===== config.mk =====
export PLATFORM = sky130hd
export DESIGN_NAME = cbf_stack
export DESIGN_NICKNAME = d
export VERILOG_FILES = /design/src/rtl/cbf_pkg.sv /design/src/rtl/cbf_stack.sv
export SDC_FILE = /design/constraint.sdc
export NUM_CORES = 1
export LEC_CHECK = 0
export BUFFER_PORTS_ARGS = -buffer_cell sky130_fd_sc_hd__buf_2
export CAP_MARGIN = 5
export CORE_ASPECT_RATIO = 1.75
export CORE_MARGIN = 8
export CORE_UTILIZATION = 55
export CTS_CLUSTER_DIAMETER = 60
export CTS_CLUSTER_SIZE = 25
export DETAILED_ROUTE_END_ITERATION = 16
export PLACE_DENSITY = 0.81
export SLEW_MARGIN = 10
export SYNTH_ARGS = -nofsm -noshare
export SYNTH_HDL_FRONTEND = slang
export SYNTH_SLANG_ARGS = --single-unit

===== constraint.sdc =====
create_clock -name clock -period 26.1 [get_ports clock]
set_clock_uncertainty 0.05 [all_clocks]
set_input_delay 5.22 -clock clock [delete_from_list [all_inputs] [get_ports clock]]
set_output_delay 5.22 -clock clock [all_outputs]
set_load 0.01 [all_outputs]

===== src/rtl/cbf_pkg.sv =====
// types, constants and helpers shared by the bezier flattener
package cbf_pkg;

   localparam int COORD_BITS = 24;
   localparam int DIFF_BITS  = COORD_BITS + 1;
   localparam int ERR_BITS   = 32;
   localparam int CSR_IDX_BITS  = 3;
   localparam int CSR_DATA_BITS = 32;
   localparam int MUL_BITS  = 64;
   localparam int PROD_BITS = 2 * MUL_BITS;

   localparam logic [CSR_IDX_BITS-1:0] CSR_CLIP_LEFT   = 3'd0;
   localparam logic [CSR_IDX_BITS-1:0] CSR_CLIP_TOP    = 3'd1;
   localparam logic [CSR_IDX_BITS-1:0] CSR_CLIP_RIGHT  = 3'd2;
   localparam logic [CSR_IDX_BITS-1:0] CSR_CLIP_BOTTOM = 3'd3;
   localparam logic [CSR_IDX_BITS-1:0] CSR_MAX_ERR_SQ  = 3'd4;

   localparam logic [1:0] SIDE_LEFT  = 2'd1;
   localparam logic [1:0] SIDE_RIGHT = 2'd2;
   localparam logic [1:0] SIDE_DONE  = 2'd3;

   typedef logic signed [COORD_BITS-1:0] coord_type;
   typedef logic [3:0][COORD_BITS-1:0] coord4_type;

   typedef struct packed {
      coord_type start_x;
      coord_type start_y;
      coord_type ctrl_a_x;
      coord_type ctrl_a_y;
      coord_type ctrl_b_x;
      coord_type ctrl_b_y;
      coord_type end_x;
      coord_type end_y;
   } req_type;

   typedef struct packed {
      coord_type out_x;
      coord_type out_y;
      logic      last;
   } rsp_type;

   typedef struct packed {
      coord4_type x;
      coord4_type y;
   } frame_type;

   typedef struct packed {
      coord4_type lo;
      coord4_type hi;
   } halves_type;

   typedef struct packed {
      coord_type lo;
      coord_type hi;
   } span_type;

   typedef enum logic [2:0] {
      ST_IDLE,
      ST_NODE,
      ST_MUL_GO,
      ST_MUL_WAIT,
      ST_SPLIT,
      ST_POP,
      ST_RIGHT,
      ST_END
   } state_type;

   typedef enum logic [3:0] {
      OP_DXX,
      OP_DYY,
      OP_LIM,
      OP_P1,
      OP_Q1,
      OP_C1,
      OP_P2,
      OP_Q2,
      OP_C2
   } flat_op_type;

   function automatic coord_type mid(input coord_type a, input coord_type b);
      logic signed [COORD_BITS:0] s;
      begin
         s = {a[COORD_BITS-1], a} + {b[COORD_BITS-1], b};
         mid = s[COORD_BITS:1];
      end
   endfunction

   function automatic halves_type split_axis(input coord4_type p);
      coord_type t, l1, r1, l2, r2, c;
      halves_type h;
      begin
         t  = mid(p[1], p[2]);
         l1 = mid(p[0], p[1]);
         r1 = mid(p[2], p[3]);
         l2 = mid(l1, t);
         r2 = mid(t, r1);
         c  = mid(l2, r2);
         h.lo = {c, l2, l1, p[0]};
         h.hi = {p[3], r1, r2, c};
         split_axis = h;
      end
   endfunction

   function automatic span_type box_axis(input coord4_type p);
      span_type s;
      begin
         s.lo = p[0];
         s.hi = p[0];
         for (int k = 1; k < 4; k++) begin
            if ($signed(p[k]) < s.lo) s.lo = p[k];
            if ($signed(p[k]) > s.hi) s.hi = p[k];
         end
         box_axis = s;
      end
   endfunction

   function automatic logic signed [DIFF_BITS-1:0] diff(input coord_type a, input coord_type b);
      diff = {a[COORD_BITS-1], a} - {b[COORD_BITS-1], b};
   endfunction

   function automatic logic [MUL_BITS-1:0] mag(input logic signed [DIFF_BITS-1:0] v);
      logic [DIFF_BITS-1:0] u;
      begin
         u = v[DIFF_BITS-1] ? DIFF_BITS'(-v) : DIFF_BITS'(v);
         mag = MUL_BITS'(u);
      end
   endfunction

endpackage


===== src/rtl/cbf_stack.sv =====
// subdivision stack: control points and clip flag of each level
module cbf_stack #(
   parameter int LEVELS   = 7,
   parameter int LVL_BITS = 3
) (
   input  logic                clock,
   input  logic                wr_en,
   input  logic                wr_clip_en,
   input  logic [LVL_BITS-1:0] wr_idx,
   input  cbf_pkg::frame_type  wr_frame,
   input  logic                wr_clip,
   input  logic [LVL_BITS-1:0] rd_idx,
   output cbf_pkg::frame_type  rd_frame,
   output logic                rd_clip
);
   import cbf_pkg::*;

   frame_type frame_ff [LEVELS];
   logic      clip_ff  [LEVELS];

   always_ff @(posedge clock) begin
      if (wr_en) frame_ff[wr_idx] <= wr_frame;
      if (wr_clip_en) clip_ff[wr_idx] <= wr_clip;
   end

   assign rd_frame = frame_ff[rd_idx];
   assign rd_clip  = clip_ff[rd_idx];

endmodule


==> key figures <==
STA
  • Slew margin rel.: 0.228
  • Worst-margin pin slew: 1.16 ns
  • Setup-failing EPs final: 0
  • Final Hold Fails: 0
  • Final min period: 14.64 ns
  • Final slew viol count: 0
  • Fin Hold WS: 4.75 ns
  • RSZ-0062 raised after global routing: false
  • Fmax: 68.3 MHz
  • Final period utilization: 0.561
  • Setup TNS Final: 0 ns

Yosys
  • Number of synthesized register bits: 1351
  • Net Count, Synth: 2907
  • Post-Synthesis Cells: 2705
  • Synth warn: 0
  • Register area share after synthesis: 0.740
  • Synthesized cell area: 54800 sq um
  • Mean Syn Cell Area: 20.3 sq um
  • Unique masters post-synth: 19

Placed design
  • GPL Wtd Cong: 0.756
  • Post-DP HPWL: 64900 microns
  • Placed cell count: 4293
  • IO Port Bufs: 394

Worst setup path
  • CP bufs+invs: 5
  • CP Launch Type: input port
  • Crit path cell chain: buf_8 > buf_4 > buf_4 > buf_4 > mux2i_1 > o221ai_1 > buf_2
  • Worst path most repeated cell: buf_4
  • CP startpoint: rd_idx[2]
  • Crit Path Class: input port to primary output
  • Required time of the critical path: 20.83 ns
  • Slowest stage cell on the critical path: buf_4
  • Critical path's top delay family: buffers and inverters
  • Crit-path max cell delay: 1.01 ns
  • Worst Setup End Kind: primary output
  • Maximum fanout along the worst path: 85
  • Worst EP arrival: 9.37 ns

Clock network
  • TritonCTS clock tree: yes
  • Hold-fix buffers at CTS: 0
  • Quantity of gates resized following cts: 0
  • Clock input transition at the sequential cells of the worst setup and hold paths: 0.09 ns
  • H-tree levels: 2
  • Root buf cell: clkbuf_16
  • CTS Buffer Depth: 3
  • Clock Sinks: 1351
  • Post-CTS setup repair buffer count: 0
  • Number of buffers created by CTS: 60

Global route
  • Vias in the first global route: 27200
  • Total gr overflow: 0
  • Largest net degree at the start of global routing: 148
  • Global-route wire length before repair: 165000 microns
  • Initial antenna violation count: 26
  • GRT Total Usage: 0.196

Layout
  • Util after Layout: 0.599
  • Commonest non-fill, non-tap cell in the layout: edfxtp_1
  • Layout cells sized above 1: 0.346
  • Fin cells: 4386
  • Nets@finish: 3240
  • Most frequent cells in the layout: edfxtp_1 (1351), buf_2 (391), mux2i_1 (386)
  • Syn-to-layout area delta: 8.38%

Floorplanning
  • # IOs: 395
  • Die height: 434 microns
  • CORE AREA: 99200 sq um
  • # rows: 153
  • Die ar.: 110000 sq um
  • Die X: 255 microns
  • Initial core utilization: 0.553

Route
  • Antenna viol nets, final: 0
  • Via Count: 26100
  • Vias per inst: 5.95
  • Drt wl/cell: 25.3 microns
  • Wirelength, routed: 111000 microns
  • DRT Pass-1 Iters: 5
  • DRC viols: 0
  • Starting DRT DRC Count: 1972

Hold path
  • Min-delay src: wr_frame[84]
  • Hold WC Path Type: input port to flip-flop

Run
  • Max-Cap Viols: 0

Run status
  • Status: finished clean

Pwr
  • Leak: 20.3 nW
  • Pwr dens: 64.3 nW/um^2
  • Peak supply drop: 0.0835 mV
## final cells by class
cell class	count	area (sq um)
fillers	7034	39700
flip-flops and latches	1351	40600
clock buffers	61	1510
clock inverters	6	83.8
well taps	1317	1650
diodes	26	65.1
repair buffers	444	2430
multi-input cells	1181	13100
## synthesized netlist by cell type
| library cell | count | area [sq um] |
|---|---|---|
| o221ai_2 | 170 | 2550 |
| nor2_1 | 10 | 37.5 |
| buf_12 | 11 | 220 |
| buf_4 | 6 | 45.0 |
| buf_6 | 31 | 349 |
| edfxtp_1 | 1351 | 40600 |
| or2b_1 | 13 | 97.6 |
| mux2_2 | 23 | 259 |
| mux2_4 | 170 | 2550 |
| or2_1 | 1 | 6.26 |
| o221ai_1 | 23 | 201 |
| o211ai_1 | 23 | 173 |
| mux2i_1 | 386 | 3860 |
| nand2b_1 | 185 | 1160 |
| nor3_1 | 4 | 20.0 |
| clkbuf_1 | 38 | 143 |
| nand2_1 | 3 | 11.3 |
| buf_2 | 87 | 435 |
| o211ai_2 | 170 | 2130 |
## layer usage
metal | track usage | part of all wire | up-vias
met2 | 0.354 | 0.52 | 681
met4 | 0.0574 | 0.028 | 12
met3 | 0.0346 | 0.059 | 153
met5 | 0 | 0.00062 | -
li1 | - | - | 11600
met1 | 0.240 | 0.39 | 13600
## metrics by stage
stage / instance area [sq um] / total power, mW / setup WS, ns
global placement: 57800 / 2.85 / 11.51
CTS: 59300 / 3.85 / 11.43
floorplan: 54800 / 2.75 / 6.64
global route: 59400 / 3.94 / 11.19
finish: 59400 / 3.82 / 11.46
detailed placement: 57800 / 2.86 / 11.42
## power breakdown
group	leakage (nW)	switching, mW	internal (mW)
sequential	12.3	0.0156	2.46
clock	0.777	0.596	0.424
combinational	7.27	0.204	0.126
total	20.3	0.816	3.01
## state kept, by name (all words and copies together), names as in the netlist
register	flops
frame_ff	1344
clip_ff	7
## path summary, 6_finish.rpt
path / to / slack, ns / cells past startpoint
worst max-delay path: rd_frame[13] / 11.46 / 7
worst min-delay path: frame_ff[4][84] / 4.75 / 1
## logic make-up after synthesis
logic type / after synthesis / synth area share
and+or+nand+nor: 216 / 0.0243
AOI/OAI and AO/OA: 386 / 0.0922
muxes: 579 / 0.122
DFF: 1351 / 0.740
buffers and inverters: 173 / 0.0218
Note: power is estimated with default switching activity, not from simulation.
