--- config.mk ---
export PLATFORM = sky130hd
export DESIGN_NAME = cbf_mul
export DESIGN_NICKNAME = d
export VERILOG_FILES = /design/src/rtl/cbf_pkg.sv /design/src/rtl/cbf_mul.sv
export SDC_FILE = /design/constraint.sdc
export NUM_CORES = 2
export LEC_CHECK = 0
export BUFFER_PORTS_ARGS = -buffer_cell sky130_fd_sc_hd__clkbuf_2
export CAP_MARGIN = 10
export CORE_ASPECT_RATIO = 1.4
export CORE_UTILIZATION = 55
export DETAILED_ROUTE_END_ITERATION = 12
export PLACE_DENSITY = 0.76
export SYNTH_ARGS = -nofsm -noshare
export SYNTH_HDL_FRONTEND = slang
export SYNTH_SLANG_ARGS = --single-unit
export TNS_END_PERCENT = 100
--- constraint.sdc ---
create_clock -name clock -period 8.32 [get_ports clock]
set_clock_uncertainty 0.05 [all_clocks]
set_input_delay 2.08 -clock clock [delete_from_list [all_inputs] [get_ports clock]]
set_output_delay 2.08 -clock clock [all_outputs]
set_load 0.05 [all_outputs]
--- src/rtl/cbf_pkg.sv ---
// types, constants and helpers shared by the bezier flattener
package cbf_pkg;

   localparam int COORD_BITS = 24;
   localparam int DIFF_BITS  = COORD_BITS + 1;
   localparam int ERR_BITS   = 32;
   localparam int CSR_IDX_BITS  = 3;
   localparam int CSR_DATA_BITS = 32;
   localparam int MUL_BITS  = 64;
   localparam int PROD_BITS = 2 * MUL_BITS;

   localparam logic [CSR_IDX_BITS-1:0] CSR_CLIP_LEFT   = 3'd0;
   localparam logic [CSR_IDX_BITS-1:0] CSR_CLIP_TOP    = 3'd1;
   localparam logic [CSR_IDX_BITS-1:0] CSR_CLIP_RIGHT  = 3'd2;
   localparam logic [CSR_IDX_BITS-1:0] CSR_CLIP_BOTTOM = 3'd3;
   localparam logic [CSR_IDX_BITS-1:0] CSR_MAX_ERR_SQ  = 3'd4;

   localparam logic [1:0] SIDE_LEFT  = 2'd1;
   localparam logic [1:0] SIDE_RIGHT = 2'd2;
   localparam logic [1:0] SIDE_DONE  = 2'd3;

   typedef logic signed [COORD_BITS-1:0] coord_type;
   typedef logic [3:0][COORD_BITS-1:0] coord4_type;

   typedef struct packed {
      coord_type start_x;
      coord_type start_y;
      coord_type ctrl_a_x;
      coord_type ctrl_a_y;
      coord_type ctrl_b_x;
      coord_type ctrl_b_y;
      coord_type end_x;
      coord_type end_y;
   } req_type;

   typedef struct packed {
      coord_type out_x;
      coord_type out_y;
      logic      last;
   } rsp_type;

   typedef struct packed {
      coord4_type x;
      coord4_type y;
   } frame_type;

   typedef struct packed {
      coord4_type lo;
      coord4_type hi;
   } halves_type;

   typedef struct packed {
      coord_type lo;
      coord_type hi;
   } span_type;

   typedef enum logic [2:0] {
      ST_IDLE,
      ST_NODE,
      ST_MUL_GO,
      ST_MUL_WAIT,
      ST_SPLIT,
      ST_POP,
      ST_RIGHT,
      ST_END
   } state_type;

   typedef enum logic [3:0] {
      OP_DXX,
      OP_DYY,
      OP_LIM,
      OP_P1,
      OP_Q1,
      OP_C1,
      OP_P2,
      OP_Q2,
      OP_C2
   } flat_op_type;

   function automatic coord_type mid(input coord_type a, input coord_type b);
      logic signed [COORD_BITS:0] s;
      begin
         s = {a[COORD_BITS-1], a} + {b[COORD_BITS-1], b};
         mid = s[COORD_BITS:1];
      end
   endfunction

   function automatic halves_type split_axis(input coord4_type p);
      coord_type t, l1, r1, l2, r2, c;
      halves_type h;
      begin
         t  = mid(p[1], p[2]);
         l1 = mid(p[0], p[1]);
         r1 = mid(p[2], p[3]);
         l2 = mid(l1, t);
         r2 = mid(t, r1);
         c  = mid(l2, r2);
         h.lo = {c, l2, l1, p[0]};
         h.hi = {p[3], r1, r2, c};
         split_axis = h;
      end
   endfunction

   function automatic span_type box_axis(input coord4_type p);
      span_type s;
      begin
         s.lo = p[0];
         s.hi = p[0];
         for (int k = 1; k < 4; k++) begin
            if ($signed(p[k]) < s.lo) s.lo = p[k];
            if ($signed(p[k]) > s.hi) s.hi = p[k];
         end
         box_axis = s;
      end
   endfunction

   function automatic logic signed [DIFF_BITS-1:0] diff(input coord_type a, input coord_type b);
      diff = {a[COORD_BITS-1], a} - {b[COORD_BITS-1], b};
   endfunction

   function automatic logic [MUL_BITS-1:0] mag(input logic signed [DIFF_BITS-1:0] v);
      logic [DIFF_BITS-1:0] u;
      begin
         u = v[DIFF_BITS-1] ? DIFF_BITS'(-v) : DIFF_BITS'(v);
         mag = MUL_BITS'(u);
      end
   endfunction

endpackage

--- src/rtl/cbf_mul.sv ---
// shared 64x64 multiplier, one 32x32 partial product per cycle
module cbf_mul (
   input  logic                       clock,
   input  logic                       reset,
   input  logic                       go,
   input  logic [cbf_pkg::MUL_BITS-1:0]  a,
   input  logic [cbf_pkg::MUL_BITS-1:0]  b,
   output logic                       done,
   output logic [cbf_pkg::PROD_BITS-1:0] prod
);
   import cbf_pkg::*;

   localparam int HALF = MUL_BITS / 2;

   logic [MUL_BITS-1:0]  a_ff, b_ff;
   logic [2:0]           cnt_ff, cnt_in;
   logic                 run_ff, run_in;
   logic                 done_ff, done_in;
   logic                 ppv_ff, ppv_in;
   logic [1:0]           sh_ff, sh_in;
   logic [MUL_BITS-1:0]  pp_ff, pp_in;
   logic [PROD_BITS-1:0] acc_ff, acc_in;
   logic [HALF-1:0]      limb_a, limb_b;
   logic [PROD_BITS-1:0] pp_shift;

   assign limb_a = cnt_ff[1] ? a_ff[MUL_BITS-1:HALF] : a_ff[HALF-1:0];
   assign limb_b = cnt_ff[0] ? b_ff[MUL_BITS-1:HALF] : b_ff[HALF-1:0];

   always_comb begin
      case (sh_ff)
         2'd0:    pp_shift = PROD_BITS'(pp_ff);
         2'd1:    pp_shift = PROD_BITS'(pp_ff) << HALF;
         2'd2:    pp_shift = PROD_BITS'(pp_ff) << MUL_BITS;
         default: pp_shift = '0;
      endcase
   end

   always_comb begin
      cnt_in  = cnt_ff;
      run_in  = run_ff;
      done_in = 1'b0;
      ppv_in  = 1'b0;
      sh_in   = sh_ff;
      pp_in   = pp_ff;
      acc_in  = acc_ff;
      if (go) begin
         cnt_in = '0;
         run_in = 1'b1;
         acc_in = '0;
      end else if (run_ff) begin
         if (ppv_ff) acc_in = acc_ff + pp_shift;
         if (cnt_ff[2]) begin
            run_in  = 1'b0;
            done_in = 1'b1;
         end else begin
            pp_in  = limb_a * limb_b;
            sh_in  = 2'(cnt_ff[1]) + 2'(cnt_ff[0]);
            ppv_in = 1'b1;
            cnt_in = cnt_ff + 3'd1;
         end
      end
   end

   always_ff @(posedge clock) begin
      if (reset) begin
         run_ff  <= 1'b0;
         done_ff <= 1'b0;
         ppv_ff  <= 1'b0;
         cnt_ff  <= '0;
      end else begin
         run_ff  <= run_in;
         done_ff <= done_in;
         ppv_ff  <= ppv_in;
         cnt_ff  <= cnt_in;
      end
   end

   always_ff @(posedge clock) begin
      if (go) begin
         a_ff <= a;
         b_ff <= b;
      end
      sh_ff  <= sh_in;
      pp_ff  <= pp_in;
      acc_ff <= acc_in;
   end

   assign done = done_ff;
   assign prod = acc_ff;

endmodule

==> reports/metrics.csv <==
metric,value,unit
maxCapViolCount,0,
finalMaxSlewViolations,0,
yosysTopAreaCell,fa_1,
cpPeakStageDelay,0.59,ns
dr.pass1.iters,8,
reg2reg_setup_slack,-0.03,ns
timing.hold.ws,0.427,ns
setup_viol,2,
drc,0,
hold_viol,0,
dr_wl_met3,16.9,mm
syn_to_final_growth,17.1,%
die-area,0.0971,mm^2
met2RoutedLength,96.2,mm
ant_nets,0,
portBuffers,259,
io_pins,260,
post-place-ws,-0.354,ns
min_period,8.35,ns
arrival,8.64,ns
worstReg2RegStart,cnt_ff[1]$_SDFFE_PP0P_,
crit_start,cnt_ff[1]$_SDFFE_PP0P_,
worstPathRequired,8.62,ns
setup.worst_path.end,pp_ff[57]$_DFFE_PP_,
start_util,55.4,%
worstPathMaxFanout,6,
core_area,0.0951,mm^2
cpMaxStageDelayCell,fa_1,
highest_layer,met5,
wl_per_cell,26.4,um
period_share,100,%
grt_pass1_vias,47600,
insertion_delay,0.60,ns
avgSynthCellArea,8.89,um^2
die_w,264,um
clockBufferDepth,3,
dr_total_vias,45800,
grt_overflow,0,
num_rows,134,
synthTopCellsByCount,"935 x inv_1, 897 x fa_1, 776 x nand2_1",
drt-initial-drc-count,4233,
outcome,"finished, violations left",
ys.flop_type,edfxtp_1,
synth-seq-cells,328,
place_congestion,1.07,
synthDistinctLibCells,93,
netlist_top_cells_area,"fa_1 34%, edfxtp_1 11%, ha_1 9.3%, inv_1 6.7%, nand2_1 5.5%",
yosysMostFrequentCell,inv_1,
grt_max_degree,79,
tritoncts,built,
path_class,reg -> reg,
avgViaCountPerCell,5.95,
rsz0062_at_grt,true,
cp-start-kind,register,
async_flop_share,0,%
yosys.area.top_type_share,34.1,%
relSlewSlack,32.2,%
synthesis.nets,7345,
synth_warnings,0,
wl,203,mm
drive_gt1_share,17.1,%
crit_path_frequent_cell,fa_1,
grt.total_usage,41.4,%
holdBufCountCts,0,
fin_nets,7855,
grt_pass1_wl,292,mm
fmax,120,MHz
cts-root-buf,clkbuf_16,
synth-edff-count,194,
clk_pin_slew,0.06,ns
tightest_slew,1.01,ns
cts_htree_levels,2,
r2r_cells,29,
post-dp-hpwl,165,mm
antenna_found_initial,10,
failed_checks,setup timing,
die_h,368,um
final.setup.worst_slack,-0.0264,ns
cts_sinks,328,
synth_cells,5926,
tritoncts.num_buffers,37,
min_path_type,reg -> reg,
syn_area,0.0527,mm^2
r2r_end,pp_ff[57]$_DFFE_PP_,
ys_seq_area_share,16.1,%
endpoint_kind,register,
wl_met1,64.7,mm
==> routing by layer <==
layer	vias to the layer above	global-route usage [%]
li1	19900	-
met5	-	0
met4	6	40.5
met3	956	8.59
met2	2523	69.9
met1	22400	42.2
==> flip-flops by register name, summed over array words and instances (netlist names) <==
| register | cells |
|---|---|
| prod | 128 |
| a_ff | 64 |
| b_ff | 64 |
| pp_ff | 64 |
| cnt_ff | 3 |
| sh_ff | 2 |
| done | 1 |
| ppv_ff | 1 |
| run_ff | 1 |
==> cells in the final DEF (no fill, tap or decap), drive strengths merged, types with 24 or more instances in the layout <==
| cell type | instances |
|---|---|
| nor3 | 35 |
| a21o | 89 |
| nand3 | 43 |
| a21oi | 337 |
| a31oi | 24 |
| mux2 | 63 |
| nand2 | 776 |
| o21ai | 184 |
| clkbuf | 311 |
| fa | 897 |
| inv | 938 |
| mux2i | 99 |
| dfxtp | 134 |
| xnor2 | 114 |
| o21bai | 41 |
| nand4 | 79 |
| nor2 | 752 |
| xor2 | 64 |
| edfxtp | 194 |
| buf | 505 |
| ha | 391 |
| a22o | 33 |
| and2 | 78 |
==> worst min-delay path by stage <==
stage,start,endpoint,depth (start not counted)
5_1_grt,prod[100]$_SDFFE_PP0P_,prod[100]$_SDFFE_PP0P_,2
3_5_place_dp,prod[100]$_SDFFE_PP0P_,prod[100]$_SDFFE_PP0P_,2
4_1_cts,prod[100]$_SDFFE_PP0P_,prod[100]$_SDFFE_PP0P_,2
6_report,prod[100]$_SDFFE_PP0P_,prod[100]$_SDFFE_PP0P_,2
2_1_floorplan,cnt_ff[2]$_SDFFE_PP0P_,done$_SDFF_PP0_,2
3_3_place_gp,prod[100]$_SDFFE_PP0P_,prod[100]$_SDFFE_PP0P_,2
==> critical path: cells and delay by family, from the launching register on <==
family	cells	cell delay (ns)
mux	1	0.24
compound gates	9	1.72
simple gates	2	0.28
fa+ha+maj	9	4.48
xor+xnor	1	0.08
flops	1	0.38
buf+inv	7	0.88
==> timing repair <==
item                       4_1_cts  5_1_grt
setup endpoints to repair       13       20
resized for setup               63      148
buffers inserted                19       51
gates cloned                     3        7
pin swaps                       18       46
==> layout make-up <==
cell class | count | area (um^2)
clock buffer | 45 | 998
sequential | 328 | 8520
tap | 1224 | 1530
inverter | 935 | 3510
timing repair buffer | 771 | 6290
antenna | 7 | 17.5
multi-input combinational | 4363 | 40500
clock inverter | 23 | 312
fill | 7748 | 33300
==> kinds of logic (layout without fill, tap and decap cells) <==
logic type,count (synthesis),in the layout,share of synthesized area (%)
other,0,7,0
adder cells (fa/ha/maj),1288,1288,43.4
AO/OA/AOI/OAI,852,852,10.2
flip-flops,328,328,16.1
AND/OR/NAND/NOR,1883,1883,15.2
buffers and inverters,1236,1774,8.96
XOR/XNOR,178,178,2.96
multiplexers,161,162,3.20
==> through the flow <==
| stage | cell area [um^2] | cells | utilization (%) | setup TNS [ns] |
|---|---|---|---|---|
| 4_1_cts | 60400 | 7632 | 63.5 | -0.00409 |
| 2_1_floorplan | 52800 | 5926 | - | 0 |
| 3_5_place_dp | 58500 | 7543 | 61.5 | -3.27 |
| 6_report | 61700 | 7696 | 64.9 | -0.0426 |
| 5_1_grt | 61700 | 7696 | 64.9 | -1.39 |
| 3_3_place_gp | 58500 | 7543 | 61.5 | -1.96 |
Power is not shown: default switching activity piles up to over one toggle a cycle in this logic, so the estimate is an artifact.
